### config.mk
export PLATFORM = sky130hd
export DESIGN_NAME = pdlz_queue
export DESIGN_NICKNAME = d
export VERILOG_FILES = /design/src/rtl/core/pdlz_pkg.sv /design/src/rtl/core/pdlz_queue.sv
export SDC_FILE = /design/constraint.sdc
export NUM_CORES = 1
export LEC_CHECK = 0
export BUFFER_PORTS_ARGS = -buffer_cell sky130_fd_sc_hd__buf_2
export CAP_MARGIN = 20
export CORE_MARGIN = 2
export CORE_UTILIZATION = 51
export DETAILED_ROUTE_END_ITERATION = 8
export GPL_TIMING_DRIVEN = 0
export PLACE_DENSITY = 0.78
export SYNTH_ARGS = -nofsm -noshare
export SYNTH_HDL_FRONTEND = slang
export SYNTH_SLANG_ARGS = --single-unit
### constraint.sdc
create_clock -name clk -period 1.6 [get_ports clk]
set_input_delay 0.08 -clock clk [delete_from_list [all_inputs] [get_ports clk]]
set_output_delay 0.08 -clock clk [all_outputs]
set_load 0.005 [all_outputs]
### src/rtl/core/pdlz_pkg.sv
// Shared types and constants of the PalmDOC LZ77 decompressor.
`timescale 1ns / 1ps

package pdlz_pkg;

  localparam int unsigned HISTORY_DEPTH_DEF = 2048;
  localparam int unsigned DIST_W            = 11;
  localparam int unsigned COUNT_W           = 12;
  localparam int unsigned LEN_W             = 4;
  localparam int unsigned QUEUE_DEPTH       = 4;

  localparam logic [COUNT_W-1:0] COUNT_LIMIT = 12'd2048;
  localparam logic [7:0]         RUN_MAX     = 8'h08;
  localparam logic [7:0]         PAIR_BASE   = 8'h80;
  localparam logic [7:0]         SPACE_BASE  = 8'hC0;
  localparam logic [7:0]         FLIP_MASK   = 8'h80;
  localparam logic [7:0]         SPACE_CHAR  = 8'h20;
  localparam logic [LEN_W-1:0]   LEN_BIAS    = 4'd3;

  typedef enum logic [1:0] {
    CMD_LIT,
    CMD_SPACE,
    CMD_COPY,
    CMD_BAD
  } cmd_kind_t;

  typedef struct packed {
    cmd_kind_t         kind;
    logic [7:0]        data;
    logic [DIST_W-1:0] back_dist;
    logic [LEN_W-1:0]  len;
    logic              last;
  } cmd_t;

endpackage

### src/rtl/core/pdlz_queue.sv
// Short command queue between front and back end.
`timescale 1ns / 1ps

module pdlz_queue
  import pdlz_pkg::*;
(
  input  logic clk,
  input  logic rst_n,
  input  logic push,
  input  cmd_t push_cmd,
  output logic full,
  input  logic pop,
  output logic valid,
  output cmd_t head
);

  localparam int unsigned PTR_W = $clog2(QUEUE_DEPTH);

  cmd_t             slot_r [QUEUE_DEPTH];
  logic [PTR_W-1:0] wr_ptr_r, rd_ptr_r;
  logic [PTR_W:0]   fill_r;

  assign full  = (fill_r == (PTR_W+1)'(QUEUE_DEPTH));
  assign valid = (fill_r != '0);
  assign head  = slot_r[rd_ptr_r];

  always_ff @(posedge clk) begin
    if (push) begin
      slot_r[wr_ptr_r] <= push_cmd;
    end
  end

  always_ff @(posedge clk) begin
    if (!rst_n) begin
      wr_ptr_r <= '0;
      rd_ptr_r <= '0;
      fill_r   <= '0;
    end else begin
      if (push) begin
        wr_ptr_r <= wr_ptr_r + 1'b1;
      end
      if (pop) begin
        rd_ptr_r <= rd_ptr_r + 1'b1;
      end
      unique case ({push, pop})
        2'b10:   fill_r <= fill_r + 1'b1;
        2'b01:   fill_r <= fill_r - 1'b1;
        default: fill_r <= fill_r;
      endcase
    end
  end

endmodule

==> impl_results.md <==
- Status: finished with violations
- Failing checks: negative setup slack
- Cell taking the most area after synthesis: edfxtp_1
- Detailed placement HPWL: 4.40 mm
- Routed vias: 2123
- Final worst path period share: 118%
- Ys Warns: 0
- Largest delay share family, worst path: multiplexers
- Slew Limit Fails: 0
- Most common cell in the netlist: edfxtp_1
- Hold Path Class: primary input to register
- Worst slack, placed: -152 ps
- Largest net degree at the start of global routing: 18
- Setup TNS Final: -6360 ps
- Fmax achieved: 532 MHz
- Slowest-stage cell, CP: mux4_2
- Mean Syn Cell Area: 23.8 um2
- Routed length per instance: 18.2 um
- CTS tree: built
- Vias per inst: 5.13
- Die area: 9060 um2
- Routed WL: 7.54 mm
- CTS buffer count: 17
- Final worst path period need: 1880 ps
- IO Pins: 58
- Area fraction of the dominant cell type after synthesis: 73.7%
- Iteration-0 DRC Markers: 110
- Post-Syn Nets: 214
- Routability cong.: 0.658
- Clk Latency, worst-skew pair: 510 ps
- First-pass DRT Iterations: 4
- Seq/Total Area, Yosys: 77.9%
- Power density cells: 1350 nW/um2
- Final instance area: 5740 um2
- Layout area overhead: 35.4%
- Critical Path Sink Type: output pin
- Max-Cap Viols: 0
- Synth async-reset ratio: 0%
- Placement Rows: 33
- Die Height: 95.2 um
- Residual DRC: 0
- First-pass GRT wire length: 11.8 mm
- Maximum VDD drop: 0.849 mV
- Synth cell types: 21
- WP data arrival: 1800 ps
- Clk pin slew, worst setup/hold paths: 50 ps
- CORE AREA: 8130 um2
- PortBufs: 57
- Fillers: 496
- Slew headroom: 72.5%
- Least-Margin Pin Slew: 413 ps
- Critical path launch point type: register
- Vias in the first global route: 2295
- Longest Clk Path Bufs: 2
- Synth Flop Type: edfxtp_1
- Crit path required time: 1520 ps
- Min setup slack post-route: -280 ps
- Buf+Inv Stages, Crit Path: 3
- Clk root buf: clkbuf_8
- Critical-path maximum fanout: 10
- Final hold violations: 0
- Synth top cells by count: 104 x edfxtp_1, 20 x mux4_2, 9 x and2_1, 9 x dfxtp_1, 6 x mux4_1
- Cell Chain, Critical Path: buf_12 > clkbuf_16 > mux4_2 > buf_2
- Setup CP Type: register to output pin
- Leading post-synthesis cells by cell area: edfxtp_1 74%, mux4_2 11%, dfxtp_1 4.2%
- Grt ovf: 0
- H-tree depth: 4
- Die Wd: 95.2 um
- RSZ-0062 raised after global routing: true
- Power after layout: 7.77 mW
- Antenna cells: 0
- Setup violators final: 26
- Cells after synthesis: 178
- Clock Skews: 8.67 ps
- Antenna violations before repair: 0
- Leak pwr: 2.08 nW
- Fin nets: 332
- Synthesis-stage register bit count: 113
- Initial Util: 52.1%
- Post-DP Area: 4770 um2
- Share of layout cells above drive strength 1: 43.0%
- Clk sinks: 113
- Post-Syn Area: 4240 um2
- Number of flops mapped to enable cells by yosys: 104
- Antenna-violating nets left: 0
- CP max stage delay: 500 ps
- Total GRT Usage: 18.5%
## layer usage
metal	vias to the layer above	part of all wire [%]	wire, um	global-route usage [%]
li1	975	-	-	-
met1	1079	42	3160	22.8
met2	65	52	3920	30.0
met3	4	5.4	409	7.59
met4	0	0.58	44	5.80
met5	-	0	0	0
## final timing paths
kind	from	endpoint	slack, ps	cells past startpoint
min	push	slot_r[0][3]	210	2
max	register	head[4]	-280	4
min reg2reg	fill_r[2]	fill_r[2]	510	2
max reg2reg	wr_ptr_r[0]	slot_r[3][11]	130	3
## report_power, final
part           leakage [nW]  internal (mW)  switching, mW
clock                 0.282           2.34           1.22
combinational         0.769          0.456          0.321
sequential             1.03           3.39         0.0516
## registers in the layout, indices dropped and copies added, names as in the netlist, named ones only
| name | count |
|---|---|
| fill_r | 3 |
| rd_ptr_r | 2 |
| slot_r | 104 |
| wr_ptr_r | 2 |
## placed cells by master (no fill, tap or decap), drive strengths merged
cell / count
a21boi: 1
and2: 9
buf: 72
bufinv: 3
clkbuf: 22
clkinv: 10
dfxtp: 9
dlygate4sd3: 30
edfxtp: 104
fa: 1
ha: 5
inv: 3
mux2i: 2
mux4: 26
nand2: 1
nor2b: 2
nor3b: 1
o21ai: 1
or3: 2
xnor2: 3
xor2: 2
## final cells by class
cell class	instances	area [um2]	share of cell area (%)
buffer	6	87.6	1.53
clock buffer	19	422	7.34
clock inverter	13	144	2.51
inverter	3	11.3	0.196
multi-input combinational	56	842	14.7
sequential	113	3300	57.5
tap	105	131	2.29
timing repair buffer	99	801	13.9
## kinds of logic after synthesis
| kind of cell | after synthesis | synth area share (%) |
|---|---|---|
| AO/OA/AOI/OAI | 2 | 0.295 |
| XOR/XNOR | 5 | 1.03 |
| adder cells (fa/ha/maj) | 6 | 1.95 |
| buffers and inverters | 9 | 1.83 |
| flip-flops | 113 | 77.9 |
| multiplexers | 28 | 14.8 |
| AND/OR/NAND/NOR | 15 | 2.18 |
## per-stage QoR
stage | utilization (%) | instances | hold WS (ps)
final | 70.6 | 414 | 213
after global routing | 70.6 | 414 | 197
after CTS | 69.8 | 412 | 188
after detailed placement | 58.6 | 344 | 297
after global placement | 57.3 | 340 | 293
after floorplan | - | 178 | 179
## timing repair
action | 4_1_cts | 5_1_grt
gates cloned | 0 | 2
setup endpoints to repair | 88 | 27
pin swaps | 0 | 0
gates resized for setup | 15 | 5
hold buffers | 30 | 0
endpoints found under the hold margin | 113 | 0
buffers inserted | 6 | 0
Power figures use the tool's default switching activity.
