==> src/rtl/core/pdlz_pkg.sv <==
// Shared types and constants of the PalmDOC LZ77 decompressor.
`timescale 1ns / 1ps

package pdlz_pkg;

  localparam int unsigned HISTORY_DEPTH_DEF = 2048;
  localparam int unsigned DIST_W            = 11;
  localparam int unsigned COUNT_W           = 12;
  localparam int unsigned LEN_W             = 4;
  localparam int unsigned QUEUE_DEPTH       = 4;

  localparam logic [COUNT_W-1:0] COUNT_LIMIT = 12'd2048;
  localparam logic [7:0]         RUN_MAX     = 8'h08;
  localparam logic [7:0]         PAIR_BASE   = 8'h80;
  localparam logic [7:0]         SPACE_BASE  = 8'hC0;
  localparam logic [7:0]         FLIP_MASK   = 8'h80;
  localparam logic [7:0]         SPACE_CHAR  = 8'h20;
  localparam logic [LEN_W-1:0]   LEN_BIAS    = 4'd3;

  typedef enum logic [1:0] {
    CMD_LIT,
    CMD_SPACE,
    CMD_COPY,
    CMD_BAD
  } cmd_kind_t;

  typedef struct packed {
    cmd_kind_t         kind;
    logic [7:0]        data;
    logic [DIST_W-1:0] back_dist;
    logic [LEN_W-1:0]  len;
    logic              last;
  } cmd_t;

endpackage

==> src/rtl/core/pdlz_front.sv <==
// Front end: accept compressed words, track runs and pairs, issue commands.
`timescale 1ns / 1ps

module pdlz_front
  import pdlz_pkg::*;
(
  input  logic       clk,
  input  logic       rst_n,
  input  logic       in_tvalid,
  output logic       in_tready,
  input  logic [7:0] in_tdata,   // [7:0] in_byte
  input  logic       in_tlast,   // last_in_record
  input  logic       q_full,
  output logic       q_push,
  output cmd_t       q_cmd
);

  logic [LEN_W-1:0]   lit_left_r, lit_left_nxt;
  logic               pair_r, pair_nxt;
  logic [5:0]         pair_hi_r, pair_hi_nxt;
  logic [COUNT_W-1:0] count_r, count_nxt;

  logic               accept;
  logic               has_cmd;
  logic [COUNT_W-1:0] add;
  logic [COUNT_W-1:0] sum;
  logic [DIST_W-1:0]  back_dist;
  logic [LEN_W-1:0]   len;

  assign in_tready = !q_full;
  assign accept    = in_tvalid && in_tready;
  assign q_push    = accept && has_cmd;
  assign back_dist = {pair_hi_r, in_tdata[7:3]};
  assign len       = {1'b0, in_tdata[2:0]} + LEN_BIAS;
  assign sum       = count_r + add;

  always_comb begin
    has_cmd         = 1'b0;
    add             = '0;
    lit_left_nxt    = lit_left_r;
    pair_nxt        = pair_r;
    pair_hi_nxt     = pair_hi_r;
    q_cmd.kind      = CMD_LIT;
    q_cmd.data      = in_tdata;
    q_cmd.back_dist = back_dist;
    q_cmd.len       = len;
    q_cmd.last      = in_tlast;
    priority if (lit_left_r != '0) begin
      has_cmd      = 1'b1;
      add          = 12'd1;
      lit_left_nxt = lit_left_r - 1'b1;
    end else if (pair_r) begin
      has_cmd     = 1'b1;
      pair_nxt    = 1'b0;
      pair_hi_nxt = '0;
      if (back_dist == '0 || {1'b0, back_dist} > count_r) begin
        q_cmd.kind = CMD_BAD;
      end else begin
        q_cmd.kind = CMD_COPY;
        add        = {{(COUNT_W-LEN_W){1'b0}}, len};
      end
    end else if (in_tdata != 8'h00 && in_tdata <= RUN_MAX) begin
      lit_left_nxt = in_tdata[LEN_W-1:0];
    end else if (in_tdata < PAIR_BASE) begin
      has_cmd = 1'b1;
      add     = 12'd1;
    end else if (in_tdata >= SPACE_BASE) begin
      has_cmd    = 1'b1;
      add        = 12'd2;
      q_cmd.kind = CMD_SPACE;
      q_cmd.data = in_tdata ^ FLIP_MASK;
    end else begin
      pair_nxt    = 1'b1;
      pair_hi_nxt = in_tdata[5:0];
    end
    count_nxt = (sum > COUNT_LIMIT) ? COUNT_LIMIT : sum;
    if (in_tlast) begin
      lit_left_nxt = '0;
      pair_nxt     = 1'b0;
      pair_hi_nxt  = '0;
      count_nxt    = '0;
    end
  end

  always_ff @(posedge clk) begin
    if (!rst_n) begin
      lit_left_r <= '0;
      pair_r     <= 1'b0;
      pair_hi_r  <= '0;
      count_r    <= '0;
    end else if (accept) begin
      lit_left_r <= lit_left_nxt;
      pair_r     <= pair_nxt;
      pair_hi_r  <= pair_hi_nxt;
      count_r    <= count_nxt;
    end
  end

endmodule

==> config.mk <==
export PLATFORM = sky130hd
export DESIGN_NAME = pdlz_front
export DESIGN_NICKNAME = d
export VERILOG_FILES = /design/src/rtl/core/pdlz_pkg.sv /design/src/rtl/core/pdlz_front.sv
export SDC_FILE = /design/constraint.sdc
export NUM_CORES = 1
export LEC_CHECK = 0
export BUFFER_PORTS_ARGS = -buffer_cell sky130_fd_sc_hd__buf_2
export CAP_MARGIN = 5
export CORE_MARGIN = 3
export CORE_UTILIZATION = 40
export DETAILED_ROUTE_END_ITERATION = 7
export PLACE_DENSITY_LB_ADDON = 0.2
export SYNTH_ARGS = -nofsm -noshare
export SYNTH_HDL_FRONTEND = slang
export SYNTH_SLANG_ARGS = --single-unit
==> constraint.sdc <==
create_clock -name clk -period 5.6 [get_ports clk]
set_clock_uncertainty 0.15 [all_clocks]
set_input_delay 1.4 -clock clk [delete_from_list [all_inputs] [get_ports clk]]
set_output_delay 1.4 -clock clk [all_outputs]
set_load 0.02 [all_outputs]
==> results of run 1 <==
[where the power goes]
part           total, mW  switching (mW)  internal [mW]
combinational     0.0985          0.0616         0.0369
clock              0.109          0.0580         0.0509
sequential         0.170         0.00383          0.167
total              0.378           0.123          0.254
[repair_timing]
item / in CTS / in global routing
endpoints found under the setup margin: 0 / 3
buffers inserted: 0 / 0
gates resized for setup: 0 / 3
[Yosys cell counts, drive strengths merged (2+ instances only)]
cell type | number | area [um^2]
a211oi | 3 | 27.5
a21boi | 14 | 109
a21oi | 13 | 65.1
a22oi | 2 | 15.0
a31oi | 2 | 12.5
a32o | 3 | 30.0
and2 | 4 | 27.5
and3b | 2 | 17.5
buf | 14 | 103
clkbuf | 5 | 18.8
dfxtp | 23 | 460
ha | 19 | 238
inv | 23 | 86.3
nand2 | 24 | 90.1
nand3 | 11 | 55.1
nand4 | 6 | 37.5
nor2 | 11 | 41.3
nor2b | 9 | 56.3
nor3 | 7 | 40.0
nor3b | 2 | 15.0
nor4 | 5 | 31.3
nor4b | 2 | 23.8
o21a | 2 | 15.0
o21ai | 17 | 85.1
o21bai | 2 | 18.8
o221a | 2 | 22.5
o311ai | 2 | 17.5
o41ai | 2 | 17.5
or3 | 5 | 31.3
xnor2 | 4 | 35.0
[layout make-up]
cell class | instances | area, um^2 | area share (%)
Clock buffer | 4 | 45.0 | 2.01
Multi-Input combinational cell | 189 | 1330 | 59.3
Sequential cell | 23 | 460 | 20.6
Inverter | 23 | 86.3 | 3.86
Timing Repair Buffer | 45 | 238 | 10.6
Tap cell | 65 | 81.3 | 3.63
[state kept, by name (all words and copies together), names as in the netlist]
register,cells
pair_r,1
pair_hi_r,6
count_r,12
lit_left_r,4
[worst min-delay path: cells and delay by family (launching register included)]
family / cells / cell delay (ps)
and+or+nand+nor: 1 / 60
DFF: 1 / 350
AOI/OAI and AO/OA: 1 / 60
[kinds of logic after synthesis]
group / share of synthesized area, %
XOR/XNOR: 2.21
AO/OA/AOI/OAI: 25.1
adder cells (fa/ha/maj): 13.0
multiplexers: 0.505
flip-flops: 23.2
AND/OR/NAND/NOR: 25.4
buffers and inverters: 10.5
[cell usage in the layout (no fill, tap or decap), types with 3 or more instances in the layout]
cell type and n:
buf_2 40, nand2_1 24, dfxtp_1 23, inv_1 22, ha_1 19, o21ai_0 17
a21oi_1 13, a21boi_0 12, nor2_1 11, nand3_1 11, nor2b_1 9, nand4_1 6
nor3_1 6, nor4_1 5, or3_1 5, buf_4 5, xnor2_1 4, and2_1 3
a32o_1 3, clkbuf_8 3
[worst paths after layout]
check / cells after the start / end / startpoint
max: 18 / count_r[1]$_SDFFE_PN0P_ / in_tdata[4]
min: 2 / lit_left_r[1]$_SDFFE_PN0P_ / lit_left_r[1]$_SDFFE_PN0P_
max reg2reg: 18 / count_r[1]$_SDFFE_PN0P_ / count_r[1]$_SDFFE_PN0P_
min reg2reg: 2 / lit_left_r[1]$_SDFFE_PN0P_ / lit_left_r[1]$_SDFFE_PN0P_
[per-layer routing]
metal	part of all wire (%)	vias up	routed length (um)
li1	-	977	-
met1	49	881	2570
met2	42	67	2210
met3	7.0	6	367
met4	1.2	0	65
met5	0	-	0
[through the flow]
step	instances	setup slack, ps
finish	349	328
global route	349	42.9
CTS	349	278
detailed placement	345	-2.75
global placement	345	104
floorplan	254	274
==> metrics, run 1 <==
Syn Area/Cell a little under 8 um^2; setup slack, reg-to-reg approximately 1100 ps; slew of the pin with the lowest slew margin roughly 900 ps; Mapped Area about 2000 um^2; Final Cell Area ~2200 um^2; CTS tree built; Worst Path Max Fanout 5; Area Overhead vs Synth 13.0%; M2 GR Usage 27.7%; first-pass GRT wire length slightly below 9 mm; met1 Use GR 27.1%; Final Max Tran Viols 0; final setup fails 0; Root Buffer clkbuf_8; Clock Pin Slew Worst Setup and Hold Paths about 90 ps; Sink Count 23; status complete, no violations; Total GRT Usage 18.2%; worst-path cell with the longest stage delay or4_4; number of register bits inferred by synthesis 23; CP Cell Sequence buf_2 > ha_1 > nor2b_1 > o21a_1 > o21ai_0 > a21oi_1 > o311ai_1 > o41ai_2 > o311ai_0 > ha_1 > fa_1 > nand3_1 > nand2_1 > a31oi_1 > a2111o_1 > or4_4 > a21boi_2 > a32o_1; router iterations before antenna repair 4; unrepaired setup endpoints after global routing no; largest net degree at the start of global routing 25; die height 76.4 um; vias in the first global route 1,740; nets@finish between 300 and 400; CTS Buf Count 3; starting DRC count in detailed routing between 90 and 100; Gate Count Post-Synth around 250; setup_tns 0 ps; most frequent CP cell ha_1; H-Tree Depth 1; Unique masters post-synth between 50 and 60; Post-DRT Antenna Nets 0; IO Port Bufs 40; Worst Setup End Kind flop; share of layout cells above drive strength 1 21.5%; Critical Path RT 5670 ps; syn_nets between 200 and 300; Pwr Total around 380 uW; delay-heaviest family, CP compound AO/OA/AOI/OAI gates; CP bufs+invs 1; Worst VDD drop about 0.085 mV; Worst slew margin 39.8%; # IOs slightly above 40; period utilisation layout a little over nine tenths; register area share after synthesis between 20% and 30%; GR peak layer met2; fin crit period between 5000 and 6000 ps; core area 4560 um^2; Total Routed Length 5.21 mm; Hold Fails Final Rpt 0; WL/cell ~15 um; DPL Wire Length slightly above 4 mm; global route total overflow 0; post-DR vias/cell between 5 and 6; max cap viols 0; Fill cells about 500; Peak Freq 0.190 GHz; area of the die a little under 6000 um^2; critical path arrival about 5300 ps; WS Path Type in2reg; Leak 0.942 nW; row cnt 24; ys async rst share 0%; Worst setup SP type input pin; DRC viols 0; initial antenna violation count 0; Post-synth EDFFs 0; Util after Layout between 40% and 50%; Worst Hold Class reg2reg; Yosys warning count 0; Hold WS about 360 ps; PD cells between 150 and 200 nW/um^2; DR vias slightly below 2,000; n_diodes 0; Starting Density a little over two fifths; Die Wd about 76 um; DP Area 2180 um^2; Slowest Stage Delay on Critical Path between 500 and 600 ps; GP Congestion about 0.86; most used flip-flop cell after synthesis dfxtp_1; Clock Latency Late Sink between 200 and 300 ps; Longest Clk Path Bufs 2; met3 Resource Use GR under 10%; cts hold-fix bufs 0
Note: power is estimated with default switching activity, not from simulation.
==> run 2, diff against run 1 <==
--- a/config.mk
+++ b/config.mk
@@ -11,6 +11,7 @@
 export CORE_UTILIZATION = 40
 export DETAILED_ROUTE_END_ITERATION = 7
 export PLACE_DENSITY_LB_ADDON = 0.2
+export SETUP_SLACK_MARGIN = 0.4
 export SYNTH_ARGS = -nofsm -noshare
 export SYNTH_HDL_FRONTEND = slang
 export SYNTH_SLANG_ARGS = --single-unit
==> constraint.sdc (replaced) <==
create_clock -name clk -period 5.1 [get_ports clk]
set_clock_uncertainty 0.15 [all_clocks]
set_input_delay 1.275 -clock clk [delete_from_list [all_inputs] [get_ports clk]]
set_output_delay 1.275 -clock clk [all_outputs]
set_load 0.02 [all_outputs]
==> run 2 against run 1 <==
Design area increased by 11%. Sequential share of layout area decreased by 2.0 points. Sequential cell count unchanged. Hold slack got worse by 2.7 ps. Combinational power increased by 30%. Total power increased by 15%. Critical path depth decreased by 1. Sequential power increased by 10%. Non-clock buffer count increased by 14. Routed wire length increased by 6.9%. Via count increased by 4.0%. Largest cell class unchanged.
==> metrics, run 2 (same netlist as run 1, synthesis figures left out) <==
DR vias 2,008 (+4.0%); H-Tree Depth 1 (unchanged); worst r2r path cells 16 (-2); fin crit period a little under 5000 ps; vias in the first global route 1,868 (+7.4%); Setup WS post-layout 190 ps (-138 ps); Fill cells 470 (-4.7%); Final Max Tran Viols 0 (unchanged); IO Port Bufs 40 (unchanged); Die Wd 76.4 um (unchanged); status complete, no violations; Worst slew margin 38.8% (-1.0 points); area of the multi-input gates 1430 um^2 (+7.8%); Total GRT Usage 18.4% (+0.21 points); area of the die 5830 um^2 (unchanged); final setup fails 0 (unchanged); Peak Freq 0.204 GHz; Worst Setup End Kind flop; Area Overhead vs Synth 25.0%; Total Routed Length 5.57 mm (+6.9%); largest net degree at the start of global routing 25 (unchanged); CTS tree built; slew of the pin with the lowest slew margin 916 ps (+15.0 ps); PD cells 175 nW/um^2 (+3.7%); Biggest register count_r; DRC viols 0 (unchanged); die height 76.4 um (unchanged); largest registers count_r x12, pair_hi_r x6, lit_left_r x4; commonest non-fill, non-tap cell in the layout buf_2; first-pass GRT wire length 8.96 mm (+1.3%); period utilisation layout about 96%; share of layout cells above drive strength 1 30.2% (+8.7 points); Sink Count 23 (unchanged); Clock Latency Late Sink 270 ps (about the same); dpl ws -72.0 ps (-69.2 ps); Critical Path RT 5160 ps (-510 ps); router iterations before antenna repair 4 (unchanged); starting DRC count in detailed routing 157 (+59%); DPL Wire Length 4.10 mm (+1.2%); # IOs 41 (unchanged); Worst setup SP type input pin; max cap viols 0 (unchanged); DP Area 2250 um^2 (+3.3%); WS Path Type in2reg; Hold Crit Depth 2 (unchanged); Worst Hold Class reg2reg; Leak 1.06 nW (+13%); CTS Buf Count 3 (unchanged); Clock Pin Slew Worst Setup and Hold Paths 90 ps (about the same); commonest non-fill, non-tap cells in the layout 39 x buf_2, 24 x nand2_1, 23 x dfxtp_1; Root Buffer clkbuf_8; Worst Path Max Fanout 4 (-1); nets@finish 332 (+4.4%); Starting Density 43.4% (unchanged); max reg flops 12 (unchanged); Hold Fails Final Rpt 0 (unchanged); post-DR vias/cell 5.53 (about the same); Post-DRT Antenna Nets 0 (unchanged); Longest Clk Path Bufs 2 (unchanged); GP Congestion 0.870 (+1.5%); WL/cell 15.4 um (+2.8%); Util after Layout 54.2% (+5.2 points); global route total overflow 0 (unchanged); Worst VDD drop 0.106 mV (+25%); core area 4560 um^2 (unchanged); n_diodes 0 (unchanged); unrepaired setup endpoints after global routing yes; critical path arrival 4970 ps (-370 ps); initial antenna violation count 0 (unchanged); row cnt 24 (unchanged); Final Cell Area 2470 um^2 (+11%); Seq. cell area 460 um^2 (unchanged)
==> run 2: cell types whose count changed in the layout (fill, tap and decap cells not counted), moves of 2 or more <==
cell,change
a21oi_1,-3
a21oi_2,+3
buf_4,+12
ha_1,-3
ha_4,+2
o21ai_0,-5
o21ai_1,+3
o21ai_2,+2
o311ai_2,+2
==> run 2: layer usage <==
layer  vias to the layer above  share of wire (%)  global-route usage [%]
met3                         4                6.3                    2.48
met5                         -                  0                       0
met1                       931                 49                    26.3
met4                         0               0.68                    4.17
met2                        76                 44                    29.2
li1                        997                  -                       -
==> run 2: critical path: stages <==
cell,delay [ps]
buf_8,100
ha_4,230
nor2b_4,120
o21a_1,170
o21ai_2,120
a21oi_2,70
o311ai_2,270
o41ai_2,170
o41ai_2,400
ha_1,330
a211oi_4,250
o21bai_2,150
and2_4,180
a2111o_1,380
or4_4,440
a21boi_4,180
a32o_1,130
==> run 2: layout make-up <==
| cell class | instances | area share, % |
|---|---|---|
| clock inverter | 1 | 0.202 |
| sequential | 23 | 18.6 |
| multi-input combinational | 189 | 57.8 |
| tap | 65 | 3.29 |
| inverter | 23 | 3.49 |
| clock buffer | 3 | 1.67 |
| timing repair buffer | 59 | 14.9 |
==> run 2: what timing repair did <==
item,in CTS,in global routing
endpoints found under the hold margin,0,0
cloned,0,1
endpoints found under the setup margin,8,11
setup buffers,1,6
hold buffers,0,0
pin swaps,2,13
gates resized for setup,7,22
==> run 2: power breakdown <==
part           internal (mW)  leakage [nW]  switching, mW
Clock                 0.0546        0.0255         0.0636
Sequential             0.183         0.186        0.00423
Combinational         0.0530         0.851         0.0749
Total                  0.291          1.06          0.143
==> run 2: stage by stage <==
step	power, mW	hold WS [ps]	TNS, ps	cells
after global placement	0.303	346	0	351
after global routing	0.456	392	0	363
after floorplan	0.270	318	0	254
after CTS	0.426	362	0	356
after detailed placement	0.303	349	-204	351
final	0.433	359	0	363
==> run 2: final timing paths <==
check	start	endpoint	slack (ps)
setup / recovery	in_tdata[4]	count_r[1]$_SDFFE_PN0P_	190
hold reg to reg	lit_left_r[1]$_SDFFE_PN0P_	lit_left_r[1]$_SDFFE_PN0P_	360
setup reg to reg	count_r[9]$_SDFFE_PN0P_	count_r[1]$_SDFFE_PN0P_	690
hold / removal	lit_left_r[1]$_SDFFE_PN0P_	lit_left_r[1]$_SDFFE_PN0P_	360
==> run 3, diff against run 2 <==
==> constraint.sdc (replaced) <==
create_clock -name clk -period 4.4 [get_ports clk]
set_clock_uncertainty 0.15 [all_clocks]
set_input_delay 1.1 -clock clk [delete_from_list [all_inputs] [get_ports clk]]
set_output_delay 1.1 -clock clk [all_outputs]
set_load 0.02 [all_outputs]
==> run 3 against run 2 <==
Global-route usage up 1.3 points. Sequential share of layout area decreased by 1.4 points. Critical path type unchanged. Combinational power grew 24%. Design area grew 8.0%. The flow now finishes with violations (setup timing). Sequential cell count unchanged. Clock power increased by 14%.
==> metrics, run 3 (same netlist as run 1, synthesis figures left out) <==
Root Buffer clkbuf_8; IO Port Bufs 40 (unchanged); nets@finish 353 (+6.3%); Hold Path Sink lit_left_r[1]$_SDFFE_PN0P_; Critical Path RT 4470 ps (-690 ps); DPL Wire Length 4.33 mm (+5.5%); CTS Buf Count 3 (unchanged); DP Area 2420 um^2 (+7.3%); Total Routed Length 5.86 mm (+5.0%); largest net degree at the start of global routing 25 (unchanged); slew of the pin with the lowest slew margin 954 ps (+38.5 ps); die height 76.4 um (unchanged); router iterations before antenna repair 4 (unchanged); Worst setup SP type input pin; DRC viols 0 (unchanged); Post-DRT Antenna Nets 0 (unchanged); Total GRT Usage 19.7% (+1.3 points); commonest non-fill, non-tap cells in the layout 39 x buf_4, 38 x buf_2, 23 x nand2_1, 23 x dfxtp_1, 22 x inv_1; Biggest register count_r; Worst slew margin 36.3% (-2.6 points); Worst Setup End Kind flop; global route total overflow 0 (unchanged); Sink Count 23 (unchanged); max reg flops 12 (unchanged); Leak 1.16 nW (+9.6%); core area 4560 um^2 (unchanged); max cap viols 0 (unchanged); Worst Path Max Fanout 3 (-1); # IOs 41 (unchanged); hold_sp lit_left_r[1]$_SDFFE_PN0P_; failing checks setup timing; final setup fails 5 (+5); critical path arrival 4650 ps (-320 ps); first-pass GRT wire length 9.49 mm (+5.9%); share of layout cells above drive strength 1 35.4% (+5.2 points); fin crit period 4590 ps; PD cells 191 nW/um^2 (+9.2%); area of the die 5830 um^2 (unchanged); row cnt 24 (unchanged); period utilisation layout 104%; setup slack, reg-to-reg 190 ps (-500 ps); H-Tree Depth 1 (unchanged); Clock Pin Slew Worst Setup and Hold Paths 90 ps (about the same); cts hold-fix bufs 0 (unchanged); Die Wd 76.4 um (unchanged); r2r endpoint count_r[1]$_SDFFE_PN0P_; FF-to-FF Start count_r[1]$_SDFFE_PN0P_; starting DRC count in detailed routing 148 (-5.7%); initial antenna violation count 0 (unchanged); WL/cell 15.2 um (-0.70%); Final Cell Area 2670 um^2 (+8.0%); Fill cells 436 (-7.2%); Final Max Tran Viols 0 (unchanged); Worst VDD drop 0.0996 mV (-6.0%); Worst Hold Class reg2reg; unrepaired setup endpoints after global routing yes; status finished, violations left; worst r2r path cells 18 (+2); Pwr Total 511 uW (+18%); post-DR vias/cell 5.46 (-1.2%); WS Path Type in2reg; Setup WS post-layout -186 ps (-375 ps); Area Overhead vs Synth 34.9%; largest registers count_r x12, pair_hi_r x6, lit_left_r x4; n_diodes 0 (unchanged); CTS tree built; Hold Crit Depth 2 (unchanged); Peak Freq between 0.2 and 0.25 GHz; Clock Latency Late Sink 270 ps (about the same); commonest non-fill, non-tap cell in the layout buf_4; vias in the first global route 1,977 (+5.8%); Hold Fails Final Rpt 0 (unchanged); DR vias 2,098 (+4.5%); Longest Clk Path Bufs 2 (unchanged); Starting Density 43.4% (unchanged); GP Congestion 0.931 (+7.0%)
[run 3: critical path, stage by stage]
cell and delay (ps):
buf_8 100, ha_4 230, nor2b_4 120, o21a_1 170, o21ai_2 140, a21oi_2 70
o311ai_2 330, o41ai_4 160, o41ai_2 230, buf_4 180, ha_4 200, a211oi_4 250
o21bai_2 110, and2_4 170, a2111o_1 350, or4_4 430, a21boi_4 170, a32o_1 140
[run 3: what timing repair did]
item	CTS	global route
pin swaps	8	12
setup endpoints to repair	13	13
cloned	1	0
resized for setup	23	18
setup buffers	6	0
[run 3: cell type report]
class	count	area (um^2)	share of cell area, %
multi-input combinational	189	1480	55.3
timing repair buffer	80	520	19.5
sequential	23	460	17.2
inverter	23	86.3	3.23
tap	65	81.3	3.04
clock buffer	4	45.0	1.69
[run 3: how the worst max path moves through the flow]
stage,from,to,slack [ps],cells past startpoint
after floorplan,in_tdata[4],count_r[0]$_SDFFE_PN0P_,-190,16
after global placement,in_tdata[4],count_r[1]$_SDFFE_PN0P_,-510,18
after global routing,in_tdata[4],count_r[0]$_SDFFE_PN0P_,-320,18
final,in_tdata[4],count_r[1]$_SDFFE_PN0P_,-190,18
after CTS,in_tdata[4],count_r[1]$_SDFFE_PN0P_,-170,16
after detailed placement,in_tdata[4],count_r[1]$_SDFFE_PN0P_,-610,16
[run 3: routing by layer]
layer	up-vias	share of wire (%)	track usage [%]
met5	-	0	0
met4	0	1.7	5.62
met3	8	6.2	2.48
met2	76	44	31.5
met1	971	48	27.6
li1	1043	-	-
[run 3: power by group]
part	switching [mW]	leakage (nW)	internal (mW)	total, mW
clock network	0.0705	0.0228	0.0647	0.135
logic	0.0900	0.956	0.0691	0.159
registers	0.00462	0.186	0.212	0.217
total	0.165	1.16	0.346	0.511
[run 3: stage by stage]
step	setup TNS (ps)	setup slack, ps	util [%]	hold slack, ps	cells
finish	-564	-186	58.6	361	384
global route	-2400	-318	58.6	399	384
CTS	-842	-174	56.7	367	384
detailed placement	-5690	-606	52.9	354	373
global placement	-4250	-511	52.9	345	373
floorplan	-564	-186	-	318	254
